### src/rtl/srrw_pkg.sv
`default_nettype none
// ----------------------------------------------------------------------------
// srrw_pkg
// Shared constants, types and codes of the selective-repeat receive window.
// ----------------------------------------------------------------------------
package srrw_pkg;

    // Window geometry; the slot count is a power of two so it divides the
    // 64-entry sequence space.
    localparam int WINDOW_SLOTS = 8;
    localparam int SLOT_BITS    = $clog2(WINDOW_SLOTS);

    // Field widths of one header word and one result word.
    localparam int SEQ_W  = 6;
    localparam int SIZE_W = 7;
    localparam int TAG_W  = 8;

    // Tag bits kept per parked packet.
    localparam int TAG_BITS      = 8;
    localparam int KEEP_TAG_BITS = (TAG_BITS < TAG_W) ? TAG_BITS : TAG_W;

    // Payload bytes are counted without the fixed header.
    localparam int HDR_BYTES = 4;

    // Result kinds.
    localparam logic KIND_ACK     = 1'b0;
    localparam logic KIND_DELIVER = 1'b1;

    typedef logic [SLOT_BITS-1:0] slot_t;

    typedef struct packed {
        logic [KEEP_TAG_BITS-1:0] tag;
        logic [SIZE_W-1:0]        size;
        logic                     head;
        logic                     tail;
    } entry_t;

    // Controller to datapath.
    typedef struct packed {
        logic capture;       // take a good header
        logic load_ack;      // emit acknowledgement, park if out of order
        logic deliver_cur;   // emit the just-received in-order packet
        logic deliver_walk;  // emit and release the parked packet at the walk slot
    } cmd_t;

    // Datapath to controller.
    typedef struct packed {
        logic slot_filled;   // header slot already holds a parked packet
        logic slot_is_next;  // header slot is the expected slot
        logic walk_filled;   // walk slot holds a parked packet
        logic after_filled;  // slot after the walk slot holds a parked packet
        logic out_free;      // output register can take a word this cycle
    } status_t;

endpackage

`default_nettype wire

### src/rtl/srrw_ctrl.sv
`default_nettype none
// ----------------------------------------------------------------------------
// srrw_ctrl
// Sequencer: acknowledge, then deliver the in-order packet and walk the
// parked slots that follow it.
// ----------------------------------------------------------------------------
module srrw_ctrl (
    input  wire logic             aclk,
    input  wire logic             aresetn,
    input  wire logic             s_valid,
    input  wire logic             s_checksum_ok,
    output logic                  s_ready,
    input  wire srrw_pkg::status_t status,
    output srrw_pkg::cmd_t        cmd
);

    localparam logic [1:0] ST_IDLE    = 2'd0;
    localparam logic [1:0] ST_ACK     = 2'd1;
    localparam logic [1:0] ST_DELIVER = 2'd2;
    localparam logic [1:0] ST_WALK    = 2'd3;

    logic [1:0] state_reg;
    logic [1:0] state_next;

    assign s_ready = (state_reg == ST_IDLE);

    always_comb begin
        state_next = state_reg;
        cmd        = '0;
        case (state_reg)
            ST_IDLE: begin
                // drop bad headers silently
                if (s_valid && s_checksum_ok) begin
                    cmd.capture = 1'b1;
                    state_next  = ST_ACK;
                end
            end
            ST_ACK: begin
                if (status.out_free) begin
                    cmd.load_ack = 1'b1;
                    if (!status.slot_filled && status.slot_is_next) begin
                        state_next = ST_DELIVER;
                    end else begin
                        state_next = ST_IDLE;
                    end
                end
            end
            ST_DELIVER: begin
                if (status.out_free) begin
                    cmd.deliver_cur = 1'b1;
                    state_next      = status.walk_filled ? ST_WALK : ST_IDLE;
                end
            end
            ST_WALK: begin
                if (status.out_free) begin
                    cmd.deliver_walk = 1'b1;
                    if (!status.after_filled) begin
                        state_next = ST_IDLE;
                    end
                end
            end
            default: begin
                state_next = ST_IDLE;
            end
        endcase
    end

    always_ff @(posedge aclk) begin
        if (!aresetn) begin
            state_reg <= ST_IDLE;
        end else begin
            state_reg <= state_next;
        end
    end

endmodule

`default_nettype wire

### src/rtl/srrw_datapath.sv
`default_nettype none
// ----------------------------------------------------------------------------
// srrw_datapath
// Header register, window slots, cursor, walk pointer and output register.
// ----------------------------------------------------------------------------
module srrw_datapath (
    input  wire logic                          aclk,
    input  wire logic                          aresetn,
    input  wire srrw_pkg::cmd_t                cmd,
    output srrw_pkg::status_t                  status,
    input  wire logic [srrw_pkg::SEQ_W-1:0]    s_sequence_number,
    input  wire logic                          s_is_head,
    input  wire logic                          s_is_tail,
    input  wire logic [srrw_pkg::SIZE_W-1:0]   s_payload_size,
    input  wire logic [srrw_pkg::TAG_W-1:0]    s_payload_tag,
    output logic                               m_valid,
    input  wire logic                          m_ready,
    output logic                               m_kind,
    output logic [srrw_pkg::SEQ_W-1:0]         m_ack_number,
    output logic [srrw_pkg::TAG_W-1:0]         m_out_tag,
    output logic [srrw_pkg::SIZE_W-1:0]        m_out_size,
    output logic                               m_out_head,
    output logic                               m_out_tail,
    output logic                               m_last_result
);

    // captured header
    logic [srrw_pkg::SEQ_W-1:0] seq_reg;
    srrw_pkg::entry_t           cur_reg;

    // window
    logic [srrw_pkg::WINDOW_SLOTS-1:0] filled_reg;
    logic [srrw_pkg::WINDOW_SLOTS-1:0] filled_next;
    srrw_pkg::entry_t                  entry_reg [srrw_pkg::WINDOW_SLOTS];
    srrw_pkg::slot_t                   cursor_reg;
    srrw_pkg::slot_t                   cursor_next;
    srrw_pkg::slot_t                   walk_reg;
    srrw_pkg::slot_t                   walk_next;

    // output word
    logic                          m_valid_reg;
    logic                          m_valid_next;
    logic                          kind_reg;
    logic [srrw_pkg::SEQ_W-1:0]    ack_reg;
    srrw_pkg::entry_t              out_entry_reg;
    logic                          last_reg;

    srrw_pkg::slot_t  slot;
    srrw_pkg::slot_t  walk_plus;
    logic             park;
    logic             load_any;

    assign slot       = seq_reg[srrw_pkg::SLOT_BITS-1:0];
    assign walk_plus  = walk_reg + srrw_pkg::SLOT_BITS'(1);

    assign status.slot_filled  = filled_reg[slot];
    assign status.slot_is_next = (slot == cursor_reg);
    assign status.walk_filled  = filled_reg[walk_reg];
    assign status.after_filled = filled_reg[walk_plus];
    assign status.out_free     = !m_valid_reg || m_ready;

    assign park     = cmd.load_ack && !status.slot_filled && !status.slot_is_next;
    assign load_any = cmd.load_ack || cmd.deliver_cur || cmd.deliver_walk;

    always_comb begin
        filled_next  = filled_reg;
        cursor_next  = cursor_reg;
        walk_next    = walk_reg;
        m_valid_next = m_valid_reg && !m_ready;
        if (load_any) begin
            m_valid_next = 1'b1;
        end
        if (park) begin
            filled_next[slot] = 1'b1;
        end
        if (cmd.capture) begin
            walk_next = cursor_reg + srrw_pkg::SLOT_BITS'(1);
        end
        if (cmd.deliver_cur && !status.walk_filled) begin
            cursor_next = walk_reg;
        end
        if (cmd.deliver_walk) begin
            filled_next[walk_reg] = 1'b0;
            if (status.after_filled) begin
                walk_next = walk_plus;
            end else begin
                cursor_next = walk_plus;
            end
        end
    end

    always_ff @(posedge aclk) begin
        if (!aresetn) begin
            filled_reg  <= '0;
            cursor_reg  <= '0;
            walk_reg    <= '0;
            m_valid_reg <= 1'b0;
        end else begin
            filled_reg  <= filled_next;
            cursor_reg  <= cursor_next;
            walk_reg    <= walk_next;
            m_valid_reg <= m_valid_next;
        end
    end

    // payload registers, no reset
    always_ff @(posedge aclk) begin
        if (cmd.capture) begin
            seq_reg      <= s_sequence_number;
            cur_reg.tag  <= s_payload_tag[srrw_pkg::KEEP_TAG_BITS-1:0];
            cur_reg.size <= s_payload_size;
            cur_reg.head <= s_is_head;
            cur_reg.tail <= s_is_tail;
        end
        if (park) begin
            entry_reg[slot] <= cur_reg;
        end
        if (cmd.load_ack) begin
            kind_reg      <= srrw_pkg::KIND_ACK;
            ack_reg       <= seq_reg;
            out_entry_reg <= '0;
            last_reg      <= status.slot_filled || !status.slot_is_next;
        end else if (cmd.deliver_cur) begin
            kind_reg      <= srrw_pkg::KIND_DELIVER;
            ack_reg       <= '0;
            out_entry_reg <= cur_reg;
            last_reg      <= !status.walk_filled;
        end else if (cmd.deliver_walk) begin
            kind_reg      <= srrw_pkg::KIND_DELIVER;
            ack_reg       <= '0;
            out_entry_reg <= entry_reg[walk_reg];
            last_reg      <= !status.after_filled;
        end
    end

    assign m_valid       = m_valid_reg;
    assign m_kind        = kind_reg;
    assign m_ack_number  = ack_reg;
    assign m_out_tag     = srrw_pkg::TAG_W'(out_entry_reg.tag);
    assign m_out_size    = out_entry_reg.size;
    assign m_out_head    = out_entry_reg.head;
    assign m_out_tail    = out_entry_reg.tail;
    assign m_last_result = last_reg;

    // the expected slot never holds a parked packet
    assert property (@(posedge aclk) disable iff (!aresetn)
        !filled_reg[cursor_reg])
        else $error("expected slot is marked filled");

    // only one action per cycle
    assert property (@(posedge aclk) disable iff (!aresetn)
        $onehot0({cmd.capture, cmd.load_ack, cmd.deliver_cur, cmd.deliver_walk}))
        else $error("more than one datapath command");

    // never overwrite a word that is still waiting
    assert property (@(posedge aclk) disable iff (!aresetn)
        load_any |-> (!m_valid_reg || m_ready))
        else $error("output register overwritten");

    // the walk only releases parked packets
    assert property (@(posedge aclk) disable iff (!aresetn)
        cmd.deliver_walk |-> filled_reg[walk_reg])
        else $error("walk delivered an empty slot");

endmodule

`default_nettype wire

### src/rtl/selective_repeat_receive_window.sv
`default_nettype none
// ----------------------------------------------------------------------------
// selective_repeat_receive_window
// Receive side of a selective-repeat ARQ link: acknowledges good headers,
// parks out-of-order packets and delivers packets in sequence order.
// ----------------------------------------------------------------------------
//
//  Channel  Direction  Word                                    Handshake
//  -------  ---------  --------------------------------------  ---------------
//  s_       in         checksum_ok, sequence_number, is_head,  s_valid/s_ready
//                      is_tail, payload_size, payload_tag
//  m_       out        kind, ack_number, out_tag, out_size,    m_valid/m_ready
//                      out_head, out_tail, last_result
//
// A header is taken only while the sequencer is idle; a bad-checksum header
// is dropped in the cycle it is taken. A good header is captured and then
// yields result words: an acknowledgement only, or also its delivery and
// the release of the run of parked packets behind it. The single output
// register moves one word per cycle while m_ready does not stall it.
// A stalled m_ready holds the sequencer in place; s_ready returns as soon as
// the last word is loaded, even if that word still waits to be taken.
// Synchronous reset clears the filled bits, cursor and valid; no clearing
// pass is needed since parked entries are only read behind their filled bit.
//
module selective_repeat_receive_window (
    input  wire logic                          aclk,
    input  wire logic                          aresetn,
    // header words
    input  wire logic                          s_valid,
    output logic                               s_ready,
    input  wire logic                          s_checksum_ok,
    input  wire logic [srrw_pkg::SEQ_W-1:0]    s_sequence_number,
    input  wire logic                          s_is_head,
    input  wire logic                          s_is_tail,
    input  wire logic [srrw_pkg::SIZE_W-1:0]   s_payload_size,
    input  wire logic [srrw_pkg::TAG_W-1:0]    s_payload_tag,
    // result words
    output logic                               m_valid,
    input  wire logic                          m_ready,
    output logic                               m_kind,
    output logic [srrw_pkg::SEQ_W-1:0]         m_ack_number,
    output logic [srrw_pkg::TAG_W-1:0]         m_out_tag,
    output logic [srrw_pkg::SIZE_W-1:0]        m_out_size,
    output logic                               m_out_head,
    output logic                               m_out_tail,
    output logic                               m_last_result
);

    srrw_pkg::cmd_t    cmd;
    srrw_pkg::status_t status;

    // sequencer: acknowledge, deliver, walk the parked run
    srrw_ctrl u_ctrl (
        .aclk          (aclk),
        .aresetn       (aresetn),
        .s_valid       (s_valid),
        .s_checksum_ok (s_checksum_ok),
        .s_ready       (s_ready),
        .status        (status),
        .cmd           (cmd)
    );

    // window storage, cursor and output register
    srrw_datapath u_datapath (
        .aclk              (aclk),
        .aresetn           (aresetn),
        .cmd               (cmd),
        .status            (status),
        .s_sequence_number (s_sequence_number),
        .s_is_head         (s_is_head),
        .s_is_tail         (s_is_tail),
        .s_payload_size    (s_payload_size),
        .s_payload_tag     (s_payload_tag),
        .m_valid           (m_valid),
        .m_ready           (m_ready),
        .m_kind            (m_kind),
        .m_ack_number      (m_ack_number),
        .m_out_tag         (m_out_tag),
        .m_out_size        (m_out_size),
        .m_out_head        (m_out_head),
        .m_out_tail        (m_out_tail),
        .m_last_result     (m_last_result)
    );

endmodule

`default_nettype wire

### config.mk
export PLATFORM = sky130hd
export DESIGN_NAME = selective_repeat_receive_window
export DESIGN_NICKNAME = d
export VERILOG_FILES = /design/src/rtl/srrw_pkg.sv /design/src/rtl/srrw_ctrl.sv /design/src/rtl/srrw_datapath.sv /design/src/rtl/selective_repeat_receive_window.sv
export SDC_FILE = /design/constraint.sdc
export NUM_CORES = 1
export LEC_CHECK = 0
export BUFFER_PORTS_ARGS = -buffer_cell sky130_fd_sc_hd__buf_2
export CORE_MARGIN = 3
export CORE_UTILIZATION = 26
export CTS_CLUSTER_DIAMETER = 200
export DETAILED_ROUTE_END_ITERATION = 10
export HOLD_SLACK_MARGIN = 0.15
export PLACE_DENSITY = 0.5
export SYNTH_ARGS = -nofsm -noshare
export SYNTH_HDL_FRONTEND = slang
export SYNTH_SLANG_ARGS = --single-unit
### constraint.sdc
create_clock -name aclk -period 4.3 [get_ports aclk]
set_clock_uncertainty 0.2 [all_clocks]
set_input_delay 0 -clock aclk [delete_from_list [all_inputs] [get_ports aclk]]
set_output_delay 0 -clock aclk [all_outputs]
set_load 0.01 [all_outputs]
==> summary.txt <==
Status
  • Status: finished clean

Global route
  • GRT Total Usage: 0.114
  • Vias in the first global route: 4954
  • Global-route wire length before repair: ~29000 um
  • Grt total ovfl: 0
  • Largest net degree at the start of global routing: 36
  • Initial antenna violation count: 0

Critical path
  • Reg2Reg Setup Slack: 1.10 ns
  • Worst r2r src: u_datapath.walk_reg[0]$_SDFF_PN0_
  • Critical Path RT: about 4.5 ns
  • R2r endpoint: u_ctrl.state_reg[1]$_SDFFE_PN0P_
  • WP data arrival: roughly 3.4 ns
  • CP Class: flop to flop
  • Max FO, Critical Path: 20
  • Worst reg-to-reg path cell count: 7
  • Startpoint class of the critical path: flop
  • CP Capture Type: flop
  • Crit path to: u_ctrl.state_reg[1]$_SDFFE_PN0P_
  • CP Launch Point: u_datapath.walk_reg[0]$_SDFF_PN0_

Clock network
  • CTS root buffer: clkbuf_16
  • TritonCTS Sinks: 201
  • CTS Buf Count: 23
  • Worst skew pair latency: 0.51 ns
  • H-tree level count: 1
  • CTS max path bufs: 3
  • CTS tree: built
  • Register clock-pin slew on the reported worst setup and hold paths: 0.06 ns

Pwr
  • Total power: 4.60 mW
  • Max IR drop VDD: 0.266 mV
  • Pleak: between 3 and 4 nW
  • PwrDens: between 400 and 500 nW/um2

Final layout
  • NumNets Final: 640
  • Max reg flops: around 140
  • Area grow syn2layout: 26.2%
  • Layout cells sized above 1: 0.250
  • Antenna diodes: 0

Synthesis
  • Number of synthesized flops with an enable pin: ~170
  • Yosys cell types: 51
  • Post-synthesis instance total: 489
  • Synth top area share: 0.614
  • Dominant synthesized flop cell: edfxtp_1
  • Synth warn: 0
  • Synthesized area: 8110 um2
  • Mapped Avg Cell Area: 16.6 um2
  • Sequential share of the synthesized area: 0.701
  • Synth area leader: edfxtp_1
  • #FFs+latches synth: between 200 and 250
  • Ys async rst share: 0
  • Synth cell count leaders: edfxtp_1, dfxtp_1, mux4_2, mux2i_1
  • Post-Syn Nets: 519
  • Synth area leaders: edfxtp_1, mux4_2, dfxtp_1
  • Most common cell in the synthesized netlist: edfxtp_1

Floorplanning
  • Core Area: 30700 um2
  • Core Rows: 64
  • Height of the die: 183 um
  • I/O pin cnt: 55
  • Die area: 33400 um2
  • Die Span X: 183 um
  • Initial Util: 0.265

Route
  • DRC Markers: 0
  • DRT antenna net count: 0
  • Post-Route WL: 19000 um
  • Wire per inst: 18.5 um
  • Iteration count of the initial detailed-routing pass: 4
  • Via count: 4720
  • Vias/cell: 4.61
  • Starting DRT DRC Count: about 360

STA
  • Setup TNS: 0 ns
  • Final hold violation count: 0
  • Ratio of final minimum period to clock period: 0.744
  • Tightest Pin Transition: 0.947 ns
  • Max-slew violations: 0
  • Setup WS post-layout: 1.10 ns
  • Minimum clock period: 3.20 ns
  • Fmax: about 310 MHz
  • Final Setup Violations: 0
  • Slew margin rel.: 0.368
  • RSZ-0062 raised after global routing: no

Placed design
  • Hpwl dp: 11400 um
  • Pre-CTS WS: ~1.3 ns
  • I/O Buffers: 54
  • Final GP Congestion: 0.788

Worst hold path
  • Worst Hold Class: input port to flop

Job
  • # Max-Cap Violations: 0
[critical path: stages (launching register included)]
cell and delay [ns]:
dfxtp_1 0.91, ha_1 0.41, mux4_2 0.32, mux2_4 0.32, nand2_1 0.10, a31oi_1 0.09
o21a_1 0.18, dlygate4sd3_1 0.54
[kinds of logic (layout without fill, tap and decap cells)]
logic type | count (synthesis) | in the layout | share of synthesized area
buf+inv | 37 | 175 | 0.0188
compound gates | 106 | 106 | 0.0864
mux | 62 | 62 | 0.133
simple gates | 76 | 76 | 0.0521
fa+ha+maj | 2 | 2 | 0.00308
flops | 201 | 201 | 0.701
xor+xnor | 5 | 5 | 0.00540
[per-stage QoR]
step                      utilization  instance area [um2]  hold slack [ns]  std cells
after floorplan                     -                 8110           -0.101        489
after global placement          0.290                 8890          -0.0241        927
after detailed placement        0.290                 8890          -0.0207        927
after CTS                       0.334                10200            0.170       1023
after global routing            0.334                10200            0.204       1023
final                           0.334                10200            0.194       1023
[worst min path at each step]
stage	start	endpoint	slack, ns	cells after the start
2_1_floorplan	s_is_tail	u_datapath.cur_reg[0]$_DFFE_PP_	-0.10	0
3_3_place_gp	s_payload_size[1]	u_datapath.cur_reg[3]$_DFFE_PP_	-0.02	1
3_5_place_dp	s_sequence_number[0]	u_datapath.seq_reg[0]$_DFFE_PP_	-0.02	1
4_1_cts	aresetn	u_datapath.filled_reg[6]$_SDFF_PN0_	0.17	4
5_1_grt	aresetn	u_datapath.filled_reg[2]$_SDFF_PN0_	0.20	4
6_report	aresetn	u_datapath.filled_reg[0]$_SDFF_PN0_	0.19	4
[report_power, final]
part | switching, mW | total, mW | internal (mW)
Sequential | 0.0608 | 2.24 | 2.18
Combinational | 0.167 | 0.300 | 0.133
Clock | 0.802 | 2.06 | 1.25
[timing repair]
action,4_1_cts,5_1_grt
setup buffers,0,0
endpoints found under the hold margin,51,0
hold buffers,54,0
gates resized for setup,0,0
[placed cells by master, fill, tap and decap left out, drive strengths merged, types with 2 or more instances in the layout]
cell type,instances
edfxtp,166
buf,69
dlygate4sd3,54
mux4,36
dfxtp,35
clkbuf,27
o21ai,24
mux2i,23
a21oi,22
o21a,19
a21o,17
nor2,16
nand2,13
inv,12
nor3,10
nand3,8
a211oi,8
and2,7
clkinv,7
nand2b,5
nor2b,4
a41oi,4
bufinv,4
xnor2,3
or3b,3
mux2,3
o2111ai,2
nand3b,2
xor2,2
nor4b,2
nor3b,2
a31oi,2
ha,2
clkinvlp,2
a21boi,2
nor4,2
a311oi,2
[routing by layer]
layer  track usage  vias up  routed length [um]
li1              -     2188                   -
met1         0.149     2387                8470
met2         0.192      113                9180
met3        0.0213       32                 811
met4        0.0332        0                 508
met5             0        -                   0
[layout make-up]
class | count | area, um2
inverter | 10 | 37.5
clock buffer | 27 | 601
clock inverter | 15 | 203
tap | 396 | 495
timing repair buffer | 123 | 923
sequential | 201 | 5690
multi-input combinational | 251 | 2290
fill | 2969 | 20400
Power figures use the tool's default switching activity.
